$ cat config.mk
export PLATFORM = sky130hd
export DESIGN_NAME = xor_checked_frame_receiver_top
export DESIGN_NICKNAME = d
export VERILOG_FILES = /design/src/sv/xcfr_pkg.sv /design/src/sv/xor_checked_frame_receiver_top.sv /design/src/sv/xcfr_ram.sv
export VERILOG_INCLUDE_DIRS = /design/src /design/src/sv
export SDC_FILE = /design/constraint.sdc
export NUM_CORES = 1
export LEC_CHECK = 0
export CAP_MARGIN = 40
export CORE_AREA = 8 8 206 228
export CTS_BUF_LIST = sky130_fd_sc_hd__clkbuf_16
export DETAILED_ROUTE_END_ITERATION = 8
export DIE_AREA = 0 0 214 236
export DONT_BUFFER_PORTS = 1
export MAX_ROUTING_LAYER = met4
export PLACE_DENSITY = 0.78
export SLEW_MARGIN = 10
export SYNTH_ARGS = -nofsm -noshare
export SYNTH_HDL_FRONTEND = slang
export SYNTH_SLANG_ARGS = --single-unit
export TNS_END_PERCENT = 100
$ cat constraint.sdc
create_clock -name clk -period 2.9 [get_ports clk]
set_clock_uncertainty 0.1 [all_clocks]
set_input_delay 0.29 -clock clk [delete_from_list [all_inputs] [get_ports clk]]
set_output_delay 0.29 -clock clk [all_outputs]
set_load 0.005 [all_outputs]
$ cat src/sv/xor_checked_frame_receiver_top_assert.svh
// Assertion macros for the framed byte receiver.
`ifndef XOR_CHECKED_FRAME_RECEIVER_TOP_ASSERT_SVH
`define XOR_CHECKED_FRAME_RECEIVER_TOP_ASSERT_SVH

// Same-cycle implication, sampled on clk, off during reset.
`define XCFR_ASSERT_NOW(lbl, ante, cons, msg) \
	lbl: assert property (@(posedge clk) disable iff (!arst_n) (ante) |-> (cons)) \
		else $error(msg);

// Next-cycle implication, sampled on clk, off during reset.
`define XCFR_ASSERT_NEXT(lbl, ante, cons, msg) \
	lbl: assert property (@(posedge clk) disable iff (!arst_n) (ante) |=> (cons)) \
		else $error(msg);

`endif

$ cat src/sv/xcfr_pkg.sv
// Shared types and constants for the framed byte receiver.
package xcfr_pkg;

	localparam int MAX_PAYLOAD_DEF = 64;
	localparam int BYTE_W          = 8;
	localparam int CNT_W           = 7;
	localparam int STATUS_W        = 2;

	localparam logic [BYTE_W-1:0] SYNC_A      = 8'h06;
	localparam logic [BYTE_W-1:0] SYNC_B      = 8'h85;
	localparam logic [CNT_W-1:0]  CFG_LEN_RST = 7'd1;

	typedef enum logic [2:0] {
		PH_HUNT,
		PH_SYNC2,
		PH_LEN,
		PH_DATA,
		PH_CHECK,
		PH_EMIT
	} phase_t;

	typedef enum logic [STATUS_W-1:0] {
		ST_DATA    = 2'd0,
		ST_BAD_SUM = 2'd1,
		ST_BAD_LEN = 2'd2
	} status_t;

endpackage

$ cat src/sv/xor_checked_frame_receiver_top.sv
// Top level of the sync, length and XOR checked frame receiver.
// A status word is registered and leaves in the cycle after the byte causing it;
// a good checksum starts a store read, then each payload word is registered out, one
// word per cycle while out_ready holds. Input is shut in a payload run; else one
// byte per cycle, but length and checksum bytes wait while the output is full.
// Reset: arst_n clears phase, counters, length register (to 1) and the output valid.
`include "xor_checked_frame_receiver_top_assert.svh"

module xor_checked_frame_receiver_top #(
	parameter int MAX_PAYLOAD = xcfr_pkg::MAX_PAYLOAD_DEF
) (
	input  logic                          clk,
	input  logic                          arst_n,
	input  logic                          cfg_we,
	input  logic [xcfr_pkg::CNT_W-1:0]    cfg_wdata,
	input  logic                          in_valid,
	output logic                          in_ready,
	input  logic [xcfr_pkg::BYTE_W-1:0]   rx_byte,
	output logic                          out_valid,
	input  logic                          out_ready,
	output logic [xcfr_pkg::BYTE_W-1:0]   data_byte,
	output logic [xcfr_pkg::STATUS_W-1:0] status,
	output logic                          last
);
	import xcfr_pkg::*;

	localparam int ADDR_W = (MAX_PAYLOAD > 1) ? $clog2(MAX_PAYLOAD) : 1;
	localparam logic [CNT_W-1:0] LEN_MAX = CNT_W'(MAX_PAYLOAD);

	phase_t              phase_q, phase_d;
	logic [CNT_W-1:0]    cfg_len_q;
	logic [CNT_W-1:0]    byte_count_q, byte_count_d;
	logic [BYTE_W-1:0]   running_xor_q, running_xor_d;
	logic [ADDR_W-1:0]   emit_idx_q, emit_idx_d;

	logic                out_valid_q;
	logic [BYTE_W-1:0]   data_byte_q, data_byte_d;
	logic [STATUS_W-1:0] status_q, status_d;
	logic                last_q, last_d;
	logic                load_out;

	logic                wr_en, rd_en;
	logic [ADDR_W-1:0]   rd_addr;
	logic [BYTE_W-1:0]   rd_data;

	logic                out_free, in_fire, step;
	logic                len_ok, xor_match, emit_last;
	logic [CNT_W-1:0]    count_inc;

	assign out_free  = !out_valid_q || out_ready;
	assign in_ready  = (phase_q != PH_EMIT)
		&& (out_free || !((phase_q == PH_LEN) || (phase_q == PH_CHECK)));
	assign in_fire   = in_valid && in_ready;
	assign step      = in_fire && !cfg_we;
	assign count_inc = byte_count_q + CNT_W'(1);
	assign len_ok    = (rx_byte == BYTE_W'(cfg_len_q)) && (cfg_len_q != '0)
		&& (cfg_len_q <= LEN_MAX);
	assign xor_match = (rx_byte == running_xor_q);
	assign emit_last = (CNT_W'(emit_idx_q) == (cfg_len_q - CNT_W'(1)));

	xcfr_ram #(
		.DEPTH  (MAX_PAYLOAD),
		.ADDR_W (ADDR_W)
	) u_store (
		.clk     (clk),
		.wr_en   (wr_en),
		.wr_addr (byte_count_q[ADDR_W-1:0]),
		.wr_data (rx_byte),
		.rd_en   (rd_en),
		.rd_addr (rd_addr),
		.rd_data (rd_data)
	);

	always_comb begin
		phase_d = phase_q;
		if (cfg_we) begin
			phase_d = PH_HUNT;
		end else begin
			unique case (phase_q)
				PH_HUNT: begin
					if (step && (rx_byte == SYNC_A)) phase_d = PH_SYNC2;
				end
				PH_SYNC2: begin
					if (step) phase_d = (rx_byte == SYNC_B) ? PH_LEN : PH_HUNT;
				end
				PH_LEN: begin
					if (step) phase_d = len_ok ? PH_DATA : PH_HUNT;
				end
				PH_DATA: begin
					if (step && (count_inc >= cfg_len_q)) phase_d = PH_CHECK;
				end
				PH_CHECK: begin
					if (step) phase_d = xor_match ? PH_EMIT : PH_HUNT;
				end
				PH_EMIT: begin
					if (out_free && emit_last) phase_d = PH_HUNT;
				end
				default: phase_d = PH_HUNT;
			endcase
		end
	end

	always_comb begin
		byte_count_d  = byte_count_q;
		running_xor_d = running_xor_q;
		emit_idx_d    = emit_idx_q;
		wr_en         = 1'b0;
		rd_en         = 1'b0;
		rd_addr       = '0;
		load_out      = 1'b0;
		data_byte_d   = '0;
		status_d      = ST_DATA;
		last_d        = 1'b1;
		if (cfg_we) begin
			byte_count_d  = '0;
			running_xor_d = '0;
		end else begin
			unique case (phase_q)
				PH_HUNT: ;
				PH_SYNC2: begin
					if (step && (rx_byte != SYNC_B)) begin
						byte_count_d  = '0;
						running_xor_d = '0;
					end
				end
				PH_LEN: begin
					if (step) begin
						byte_count_d  = '0;
						running_xor_d = len_ok ? rx_byte : '0;
						if (!len_ok) begin
							load_out = 1'b1;
							status_d = ST_BAD_LEN;
						end
					end
				end
				PH_DATA: begin
					if (step) begin
						wr_en         = 1'b1;
						byte_count_d  = count_inc;
						running_xor_d = running_xor_q ^ rx_byte;
					end
				end
				PH_CHECK: begin
					if (step) begin
						byte_count_d  = '0;
						running_xor_d = '0;
						emit_idx_d    = '0;
						if (xor_match) begin
							rd_en = 1'b1;
						end else begin
							load_out = 1'b1;
							status_d = ST_BAD_SUM;
						end
					end
				end
				PH_EMIT: begin
					if (out_free) begin
						load_out    = 1'b1;
						data_byte_d = rd_data;
						last_d      = emit_last;
						if (!emit_last) begin
							rd_en      = 1'b1;
							rd_addr    = emit_idx_q + ADDR_W'(1);
							emit_idx_d = emit_idx_q + ADDR_W'(1);
						end
					end
				end
				default: ;
			endcase
		end
	end

	always_ff @(posedge clk or negedge arst_n) begin
		if (!arst_n) begin
			phase_q       <= PH_HUNT;
			cfg_len_q     <= CFG_LEN_RST;
			byte_count_q  <= '0;
			running_xor_q <= '0;
			emit_idx_q    <= '0;
			out_valid_q   <= 1'b0;
		end else begin
			phase_q       <= phase_d;
			byte_count_q  <= byte_count_d;
			running_xor_q <= running_xor_d;
			emit_idx_q    <= emit_idx_d;
			if (cfg_we) begin
				cfg_len_q <= cfg_wdata;
			end
			if (load_out) begin
				out_valid_q <= 1'b1;
			end else if (out_ready) begin
				out_valid_q <= 1'b0;
			end
		end
	end

	always_ff @(posedge clk) begin
		if (load_out) begin
			data_byte_q <= data_byte_d;
			status_q    <= status_d;
			last_q      <= last_d;
		end
	end

	assign out_valid = out_valid_q;
	assign data_byte = data_byte_q;
	assign status    = status_q;
	assign last      = last_q;

	`XCFR_ASSERT_NOW(a_status_is_last, out_valid_q && (status_q != ST_DATA), last_q,
		"status word without last")
	`XCFR_ASSERT_NOW(a_count_below_len, phase_q == PH_DATA, byte_count_q < cfg_len_q,
		"byte count reached length while receiving payload")
	`XCFR_ASSERT_NOW(a_emit_idx_range, phase_q == PH_EMIT, CNT_W'(emit_idx_q) < cfg_len_q,
		"emit index beyond payload length")
	`XCFR_ASSERT_NEXT(a_good_sum_emits,
		step && (phase_q == PH_CHECK) && xor_match,
		(phase_q == PH_EMIT) && (emit_idx_q == '0),
		"good checksum did not start payload run")

endmodule

$ cat src/sv/xcfr_ram.sv
// Payload store: one write port, one registered read port.
module xcfr_ram #(
	parameter int DEPTH  = xcfr_pkg::MAX_PAYLOAD_DEF,
	parameter int ADDR_W = 6
) (
	input  logic                       clk,
	input  logic                       wr_en,
	input  logic [ADDR_W-1:0]          wr_addr,
	input  logic [xcfr_pkg::BYTE_W-1:0] wr_data,
	input  logic                       rd_en,
	input  logic [ADDR_W-1:0]          rd_addr,
	output logic [xcfr_pkg::BYTE_W-1:0] rd_data
);
	import xcfr_pkg::*;

	logic [BYTE_W-1:0] mem_q [DEPTH];
	logic [BYTE_W-1:0] rd_data_q;

	always_ff @(posedge clk) begin
		if (wr_en) begin
			mem_q[wr_addr] <= wr_data;
		end
	end

	always_ff @(posedge clk) begin
		if (rd_en) begin
			rd_data_q <= mem_q[rd_addr];
		end
	end

	assign rd_data = rd_data_q;

endmodule

# After elaboration in Yosys (flattened, before gate mapping)
# Memory sizes are Yosys's and may differ from the RTL's. A register that Yosys moved wholly into a read port is not among the register bits.
# Cells that the tools add are included.
# op_classes
n_addsub	3
order_cmp	2
eq_ne	24
n_mux	56
bitwise	4
n_reduce_logical	27
# ops
cell	n
$mux 8	6
$mux 6	7
$pmux 8 s4	1
$mux 7	4
$ne 3x3->1 const B	9
$mux 3	8
$pmux 7 s3	1
$mux 1	20
$pmux 3 s6	1
$pmux 6 s2	1
$reduce_and 5->1	2
$logic_and 1x1->1	9
$eq 8x3->1 const B	1
$eq 8x7->1	1
$eq 8x8->1	1
$eq 8x8->1 const B	1
$mux 2	4
$ne 8x8->1 const B	1
$xor 8x8->8	1
$add 7x1->7 const B	1
$eq 6x7->1	1
$ge 7x7->1	1
$le 7x7->1 const B	1
$reduce_bool 7->1	1
other kinds (21)	32
# word_totals
reg_bits	43
mem_bits_rw	512
wordCells	126
mem_count	1
# mem_list
memory	depth	word_bits	read_ports	rd_clocked_by_memory_dff	wr	line_no	text
u_store.mem_q	64	8	1	1	1	xcfr_ram.sv:16	logic [BYTE_W-1:0] mem_q [DEPTH];

# Logic depth before layout (Yosys ltp)
# Gate-level depths: netlist of the first run.
# logic_depth
ltp_word	12
mapped_depth	13
ltp_nobuf	11

# Modules after synthesis
# A second synthesis of the first run with hierarchy kept.
# unflattened
hier_cells	1235
hier_area_um2	23137.2
# modules_own_cells
mod	instances	cells_per_inst	area_per_inst_um2	seq_area_each_um2
xcfr_ram	1	940	20246.9	15615.0
xor_checked_frame_receiver_top	1	295	2890.3	1132.3

# Least setup slack after synthesis of the first run
# No wires, ideal clock.
# synth_timing
path_type	flip-flop to flip-flop
start	register cfg_len_q[0]
end	register u_store.rd_data_q[6] (netlist: u_store.rd_data[6]) (read register of u_store.mem_q), data pin
setup_time_ps	271
t_arrival_ps	2807
t_required_ps	2529
slack_ps	-278
stages_incl_launch_ff	12
n_path_buf	1
synth_period_minus_slack_ps	3178
cell_sequence	dfstp_2 -> inv_1 -> ha_1 -> a21boi_1 -> o311a_2 -> buf_6 -> a21oi_4 -> mux2_1 -> o2111ai_1 -> nand4_1 -> a211oi_1 -> a2111oi_2
# synth_via
elab_chain_cells	6
elab_cells_between_ends	10
# synth_lines
element	line_no	text
start, declared	xor_checked_frame_receiver_top.sv:31	logic [CNT_W-1:0] cfg_len_q;
start signal, assigned	xor_checked_frame_receiver_top.sv:187	cfg_len_q <= cfg_wdata;
$sub 7x1->7 *	xor_checked_frame_receiver_top.sv:59	assign emit_last = (CNT_W'(emit_idx_q) == (cfg_len_q - CNT_W'(1)));
$eq 6x7->1 *	xor_checked_frame_receiver_top.sv:59	
$mux 1 or $mux 6 (tied branches)	xor_checked_frame_receiver_top.sv:161	if (!emit_last) begin
$mux 1 or $mux 6 (tied branches)	xor_checked_frame_receiver_top.sv:157	if (out_free) begin
$pmux 1 s2 or $mux 6 (tied branches)	xor_checked_frame_receiver_top.sv:118	unique case (phase_q)
$mux 1 or $mux 6 (tied branches)	xor_checked_frame_receiver_top.sv:114	if (cfg_we) begin
end, declared	xcfr_ram.sv:17	logic [BYTE_W-1:0] rd_data_q;
# Mark *: on every way between the ends. The rest lies on a longest branch, timed or not.
# A chain may end at the register's enable or synchronous reset.

# Worst setup path after layout of the first run
# Same ends and word-level chain as after synthesis.

==> reports/metrics.csv, run 1 <==
metric;value;unit
groute.usage.overall;0.313;
cts_inserted_buffers;54;
clkSinkCount;563;
fin_crit_sh;1.13;
crit_arrival;3.60;ns
cp-start-kind;register;
die_height;236;microns
rsz0062_at_grt;true;
drc;0;
synth_edf_count;531;
drt_wl_total;79000;microns
violations;setup timing;
worstPathMaxFanout;12;
fin_util;0.683;
dr.pass1.iters;6;
final_cells;2607;
synth_ff_type;edfxtp_1;
pin_count;33;
start_util;0.545;
drt_iter0_markers;2444;
num_vias;17300;
worst_pin_slew;0.941;ns
seq_power_share;0.554;
cts_buffer_depth;3;
fp-row-count;80;
antenna_found_initial;3;
clk_latency;0.61;ns
max_freq;305;MHz
combPwrFrac;0.050;
yosys_warnings;0;
worst_hold_slack;0.00403;ns
crit_required;3.22;ns
grt_max_degree;68;
ys_types;98;
fin_ws;-0.382;ns
slowest_delay;0.55;ns
core_area;42900;sq um
status;complete, but fails checks;
p_switching;3.47;mW
cp-end-kind;register;
grt_pass1_wl;114000;microns
dpl.cell_count;2450;
clkPwrFrac;0.396;
fp.dieArea;50500;sq um
hp-class;in2reg;
ys_seq_elements;563;
area_delta_synth_final;25.3;%
via_per_inst;6.64;
post-synth-top-area-cell;edfxtp_1;
cts.clk_slew.worst_paths;0.06;ns
die-width;214;microns
drtAntennaViolNets;0;
setup_violations;11;
peakVddDrop;0.482;mV
intPower;12.7;mW
synth.avg_cell_area;13.9;sq um
synthTopCellsByCount;531 x edfxtp_1, 208 x nand2_1, 158 x nor2_1;
crit_chain;inv_2 > ha_4 > xnor2_2 > a211oi_2 > buf_4 > o211ai_4 > o21ai_4 > buf_6 > buf_8 > o21ai_1 > a31oi_1 > o21ai_1 > a32o_2 > a2111oi_2;
synth-seq-area-share;0.715;
cts_root_buf;clkbuf_16;
maxCapViolCount;0;
cts_tree;yes;
synth_top_area_frac;0.681;
rr_worst_depth;14;
p_leak;10.2;nW
port_buffers;0;
synth_area_leaders;edfxtp_1 68%, nand2_1 3.3%, dfrtp_1 3.3%, o221ai_1 2.5%, nor2_1 2.5%;
crit_top_cell;o21ai_1;
post-route-min-period;3.28;ns
grt_pass1_vias;16876;
wl_per_cell;30.3;microns
min_path_cells;1;
syn-instance-count;1682;
hpwl;50400;microns
swShare;0.215;
setup_tns;-2.98;ns
total_power;16.2;mW
cp_slowest_cell;dfstp_2;
hold_viol;0;
h-tree-depth;2;
ys_async_sr_fraction;0.0568;
syn_area;23400;sq um
drv_slew;0;
gp_congestion;1.01;
synth.most_common_cell;edfxtp_1;
critical_path_class;reg2reg;
slew_headroom;0.370;
powerDensity;550;nW/um^2
globalRoute.totalOverflow;0;
syn_nets;1713;
drive_gt1_frac;0.285;
finalNetCount;2023;
fillers;2803;
==> what timing repair did <==
item / CTS / global route
pin swaps: 40 / 27
cloned: 2 / 0
endpoints found under the setup margin: 257 / 485
hold buffers: 22 / 1
endpoints found under the hold margin: 580 / 4
buffers inserted: 30 / 8
resized for setup: 135 / 65
==> critical path: cells and delay by family (launching register included) <==
family | cells | cell delay, ns
AOI/OAI and AO/OA | 8 | 1.53
buffers and inverters | 4 | 0.56
DFF | 1 | 0.55
adders and majority gates | 1 | 0.21
xor gates and xnor gates | 1 | 0.13
==> cell type report <==
type / count / area (sq um) / area share
timing repair buffer: 356 / 3380 / 0.115
inverter: 12 / 45.0 / 0.00153
clock inverter: 39 / 219 / 0.00746
tap: 574 / 718 / 0.0245
antenna: 4 / 10.0 / 0.000341
multi-input combinational: 1005 / 6870 / 0.234
clock buffer: 54 / 1350 / 0.0460
sequential: 563 / 16700 / 0.571
==> worst paths after layout <==
path / from / endpoint / slack, ns
min in group asynchronous: arst_n / running_xor_q[2]$_DFFE_PN0P_ / 0.02
worst min register to register: running_xor_q[7]$_DFFE_PN0P_ / running_xor_q[7]$_DFFE_PN0P_ / 0.41
worst max-delay path: cfg_len_q[0]$_DFFE_PN1P_ / u_store.rd_data[6]$_DFFE_PP_ / -0.38
max in group asynchronous: arst_n / cfg_len_q[0]$_DFFE_PN1P_ / 2.42
worst max register to register: cfg_len_q[0]$_DFFE_PN1P_ / u_store.rd_data[6]$_DFFE_PP_ / -0.38
worst min-delay path: rx_byte[2] / u_store.mem_q[7][2]$_DFFE_PP_ / 0.004
==> routing by layer <==
metal	GRT usage	vias up	wire [microns]
met4	0.203	0	5900
met5	-	-	0
li1	-	7211	-
met3	0.0713	292	8950
met1	0.375	8519	27500
met2	0.477	1278	36600
==> cell families (layout without fill, tap and decap cells) <==
logic type | count (synthesis) | count (layout) | share of synthesized area
compound gates | 409 | 409 | 0.130
other cells | 0 | 4 | 0
flops | 563 | 563 | 0.715
buf+inv | 114 | 461 | 0.0235
fa+ha+maj | 11 | 11 | 0.00588
xor+xnor | 33 | 33 | 0.0127
mux | 23 | 23 | 0.0100
simple gates | 529 | 529 | 0.103
==> sequential cells by signal, indices dropped and copies added, names as in the netlist <==
signal           cells
byte_count_q         7
cfg_len_q            7
data_byte            8
emit_idx_q           6
last                 1
out_valid            1
phase_q              3
running_xor_q        8
status               2
u_store.mem_q      512
u_store.rd_data      8
==> metrics by stage <==
step	setup slack, ns	instance area [sq um]
detailed placement	-0.649	26200
global route	-0.459	29300
finish	-0.382	29300
CTS	-0.357	29000
floorplan	-0.0267	23500
global placement	-0.604	26200
==> placed cells by master (no fill, tap or decap), types with 28 or more instances in the layout <==
cell	count
nand3_1	54
nor2_2	28
a21oi_1	37
o221ai_1	63
nor2_1	123
clkbuf_16	54
edfxtp_1	531
buf_4	272
o22ai_1	66
nand2_1	201
o21ai_0	49
dfrtp_1	29
==> power by group through the flow <==
stage | sequential [mW] | clock, mW | combinational, mW
final | 8.94 | 6.40 | 0.812
after floorplan | 9.11 | 0 | 0.312
after global placement | 9.11 | 0 | 0.492
after detailed placement | 9.11 | 0 | 0.503
after global routing | 8.94 | 6.71 | 0.854
after CTS | 8.94 | 6.41 | 0.766
(Power assumes the default switching activity.)
==> inputs of run 2 (changes only) <==
Settings changed: ABC_AREA set to 1, CORE_AREA 8 8 206 228 to 8 8 214 237, DIE_AREA 0 0 214 236 to 0 0 222 245.
==> run 2 against run 1 <==
- the flow still finishes with violations (setup timing)
- largest power group unchanged
- utilization fell by 1.6 points
- register-to-register slack gained 0.26 ns
- first-iteration DRC count up 17%
- fmax up 8.6%
- cell count is 23% higher
- sequential power hardly changed
- sequential share of layout area fell by 3.7 points
- worst hold slack improved by 0.010 ns
- die area up 7.7%
- critical path depth increased by 5
- sequential cell count stayed put
==> reports/metrics.csv, run 2 <==
metric;value;unit
cp-start-kind;register;
synth-seq-area-share;0.659;
clkSinkCount;563;
synth_edf_count;531;
drt_wl_total;77000;microns
drc;0;
post-synth-top-area-cell;edfxtp_1;
synth_ff_type;edfxtp_1;
rr_worst_depth;19;
p_leak;12.4;nW
yosys_warnings;0;
fillers;3122;
cts_tree;yes;
synth.most_common_cell;edfxtp_1;
cp-end-kind;register;
gp_congestion;0.960;
syn_area;25400;sq um
synthTopCellsByCount;531 x edfxtp_1, 433 x nand3_1, 309 x nand2_1;
final_cells;3199;
intPower;13.3;mW
ys_seq_elements;563;
crit_arrival;3.30;ns
hold_viol;0;
wl_per_cell;24.1;microns
die-width;222;microns
drt_iter0_markers;2863;
area_delta_synth_final;23.4;%
combPwrFrac;0.039;
multi_input_area;7840;sq um
rsz0062_at_grt;true;
min_path_cells;4;
rrSetupSlack;-0.12;ns
hp-class;in2reg;
syn-instance-count;2356;
p_switching;3.52;mW
port_buffers;0;
worst_pin_slew;0.844;ns
status;complete, but fails checks;
ys_async_sr_fraction;0.0568;
critical_path_class;reg2reg;
hold_start;rx_byte[4];
slew_headroom;0.436;
regArea;16800;sq um
finalNetCount;2571;
largest_reg_flops;512;
die_height;245;microns
powerDensity;538;nW/um^2
rr_endpoint;u_store.rd_data[1]$_DFFE_PP_;
largest_register;u_store.mem_q;
clk_latency;0.62;ns
synth.avg_cell_area;10.8;sq um
fp.dieArea;54400;sq um
num_vias;19315;
max_freq;331;MHz
setup_violations;8;
syn_nets;2387;
fin_util;0.668;
via_per_inst;6.04;
cts.clk_slew.worst_paths;0.06;ns
fin_crit_sh;1.04;
start_util;0.541;
ys_types;46;
total_power;16.9;mW
antenna_found_initial;7;
hold_end;running_xor_q[4]$_DFFE_PN0P_;
fin_ws;-0.121;ns
r2r-start;cfg_len_q[0]$_DFFE_PN1P_;
clkPwrFrac;0.431;
globalRoute.totalOverflow;0;
maxCapViolCount;0;
drive_gt1_frac;0.227;
post-route-min-period;3.02;ns
drtAntennaViolNets;0;
cts_inserted_buffers;54;
grt_max_degree;68;
pin_count;33;
crit_required;3.18;ns
grt_pass1_wl;109000;microns
seq_power_share;0.529;
swShare;0.209;
violations;setup timing;
grt_pass1_vias;18463;
setup_tns;-0.731;ns
synth_area_leaders;edfxtp_1 63%, nand3_1 8.5%, nand2_1 4.6%, inv_1 4.1%, nor2_1 3.4%;
h-tree-depth;2;
mostFrequentLayoutCell;edfxtp_1;
mostFrequentLayoutCells;531 x edfxtp_1, 299 x nand3_1, 289 x nand2_1;
peakVddDrop;0.368;mV
core_area;47000;sq um
synth_top_area_frac;0.627;
fp-row-count;84;
cts_buffer_depth;3;
drv_slew;0;
worstPathMaxFanout;6;
groute.usage.overall;0.272;
dr.pass1.iters;6;
dpl.cell_count;3017;
hpwl;42400;microns
cts_root_buf;clkbuf_16;
run 2: changes by cell type after synthesis, moves of 68 or more:
cell | before | now
o221ai_1 | 68 | 0
nand3b_1 | 6 | 90
nand3_1 | 57 | 433
o22ai_1 | 74 | 5
nand2_1 | 208 | 309
inv_1 | 12 | 280
nor2_1 | 158 | 232
run 2: final cells by class:
| class | count | share of cell area |
|---|---|---|
| flip-flops and latches | 563 | 0.534 |
| clock inverters | 46 | 0.0143 |
| well taps | 602 | 0.0240 |
| clock buffers | 55 | 0.0439 |
| inverters | 293 | 0.0351 |
| diodes | 12 | 0.000957 |
| multi-input cells | 1373 | 0.250 |
| repair buffers | 255 | 0.0977 |
run 2: cell families (layout without fill, tap and decap cells):
family,count (synthesis),after routing,share of synthesized area
other cells,0,12,0
simple gates,1180,1180,0.223
flops,563,563,0.659
buf+inv,420,649,0.0681
xor+xnor,18,18,0.00620
fa+ha+maj,11,11,0.00542
compound gates,164,164,0.0381
run 2: how the worst max path moves through the flow:
stage / slack (ns) / start / cells after the start / to
5_1_grt: -0.23 / cfg_len_q[0]$_DFFE_PN1P_ / 21 / u_store.rd_data[3]$_DFFE_PP_
4_1_cts: -0.07 / cfg_len_q[0]$_DFFE_PN1P_ / 20 / u_store.rd_data[2]$_DFFE_PP_
6_report: -0.12 / cfg_len_q[0]$_DFFE_PN1P_ / 19 / u_store.rd_data[1]$_DFFE_PP_
2_1_floorplan: 0.15 / phase_q[2]$_DFFE_PN0P_ / 10 / u_store.mem_q[63][0]$_DFFE_PP_
3_3_place_gp: -0.21 / cfg_len_q[0]$_DFFE_PN1P_ / 19 / u_store.rd_data[7]$_DFFE_PP_
3_5_place_dp: -0.27 / cfg_len_q[0]$_DFFE_PN1P_ / 19 / u_store.rd_data[7]$_DFFE_PP_
run 2: power by group through the flow:
stage	sequential (mW)	combinational [mW]	clock, mW
final	8.93	0.664	7.28
after global routing	8.93	0.710	7.61
after CTS	8.93	0.624	7.32
after detailed placement	9.10	0.365	0
after global placement	9.10	0.356	0
after floorplan	9.09	0.259	0
run 2: routing by layer:
layer | vias to the layer above | track usage | routed length (microns)
met5 | - | - | 0
met1 | 9220 | 0.319 | 26900
li1 | 8482 | - | -
met2 | 1315 | 0.440 | 36600
met3 | 298 | 0.0394 | 7770
met4 | 0 | 0.174 | 5670
run 2: metrics by stage:
step | setup slack, ns | cell area (sq um) | hold slack, ns
after floorplan | 0.145 | 25400 | -0.106
after global routing | -0.230 | 31400 | 0.0356
after global placement | -0.208 | 27400 | -0.102
after CTS | -0.0734 | 30300 | 0.00216
final | -0.121 | 31400 | 0.0140
after detailed placement | -0.267 | 27400 | -0.102
run 2: timing repair:
action | in CTS | in global routing
gates resized for setup | 88 | 134
buffers inserted | 14 | 9
hold buffers | 26 | 0
pin swaps | 17 | 54
endpoints found under the setup margin | 8 | 47
hold endpoints to repair | 592 | 0
cloned | 6 | 17
run 2: worst max-delay path: stages (launching register included):
cell and delay [ns]:
dfstp_2 0.54, inv_2 0.05, ha_4 0.18, inv_2 0.06, nand2_2 0.06, nand3_2 0.05, nand2_1 0.06, nand2_2 0.07
nor2_4 0.05, nand2_4 0.11, nand4_4 0.14, buf_6 0.20, clkbuf_16 0.18, clkbuf_16 0.16, o211ai_1 0.20, nand3_1 0.17
nand3_2 0.13, nand3_4 0.11, nand3_2 0.08, nand2_1 0.06
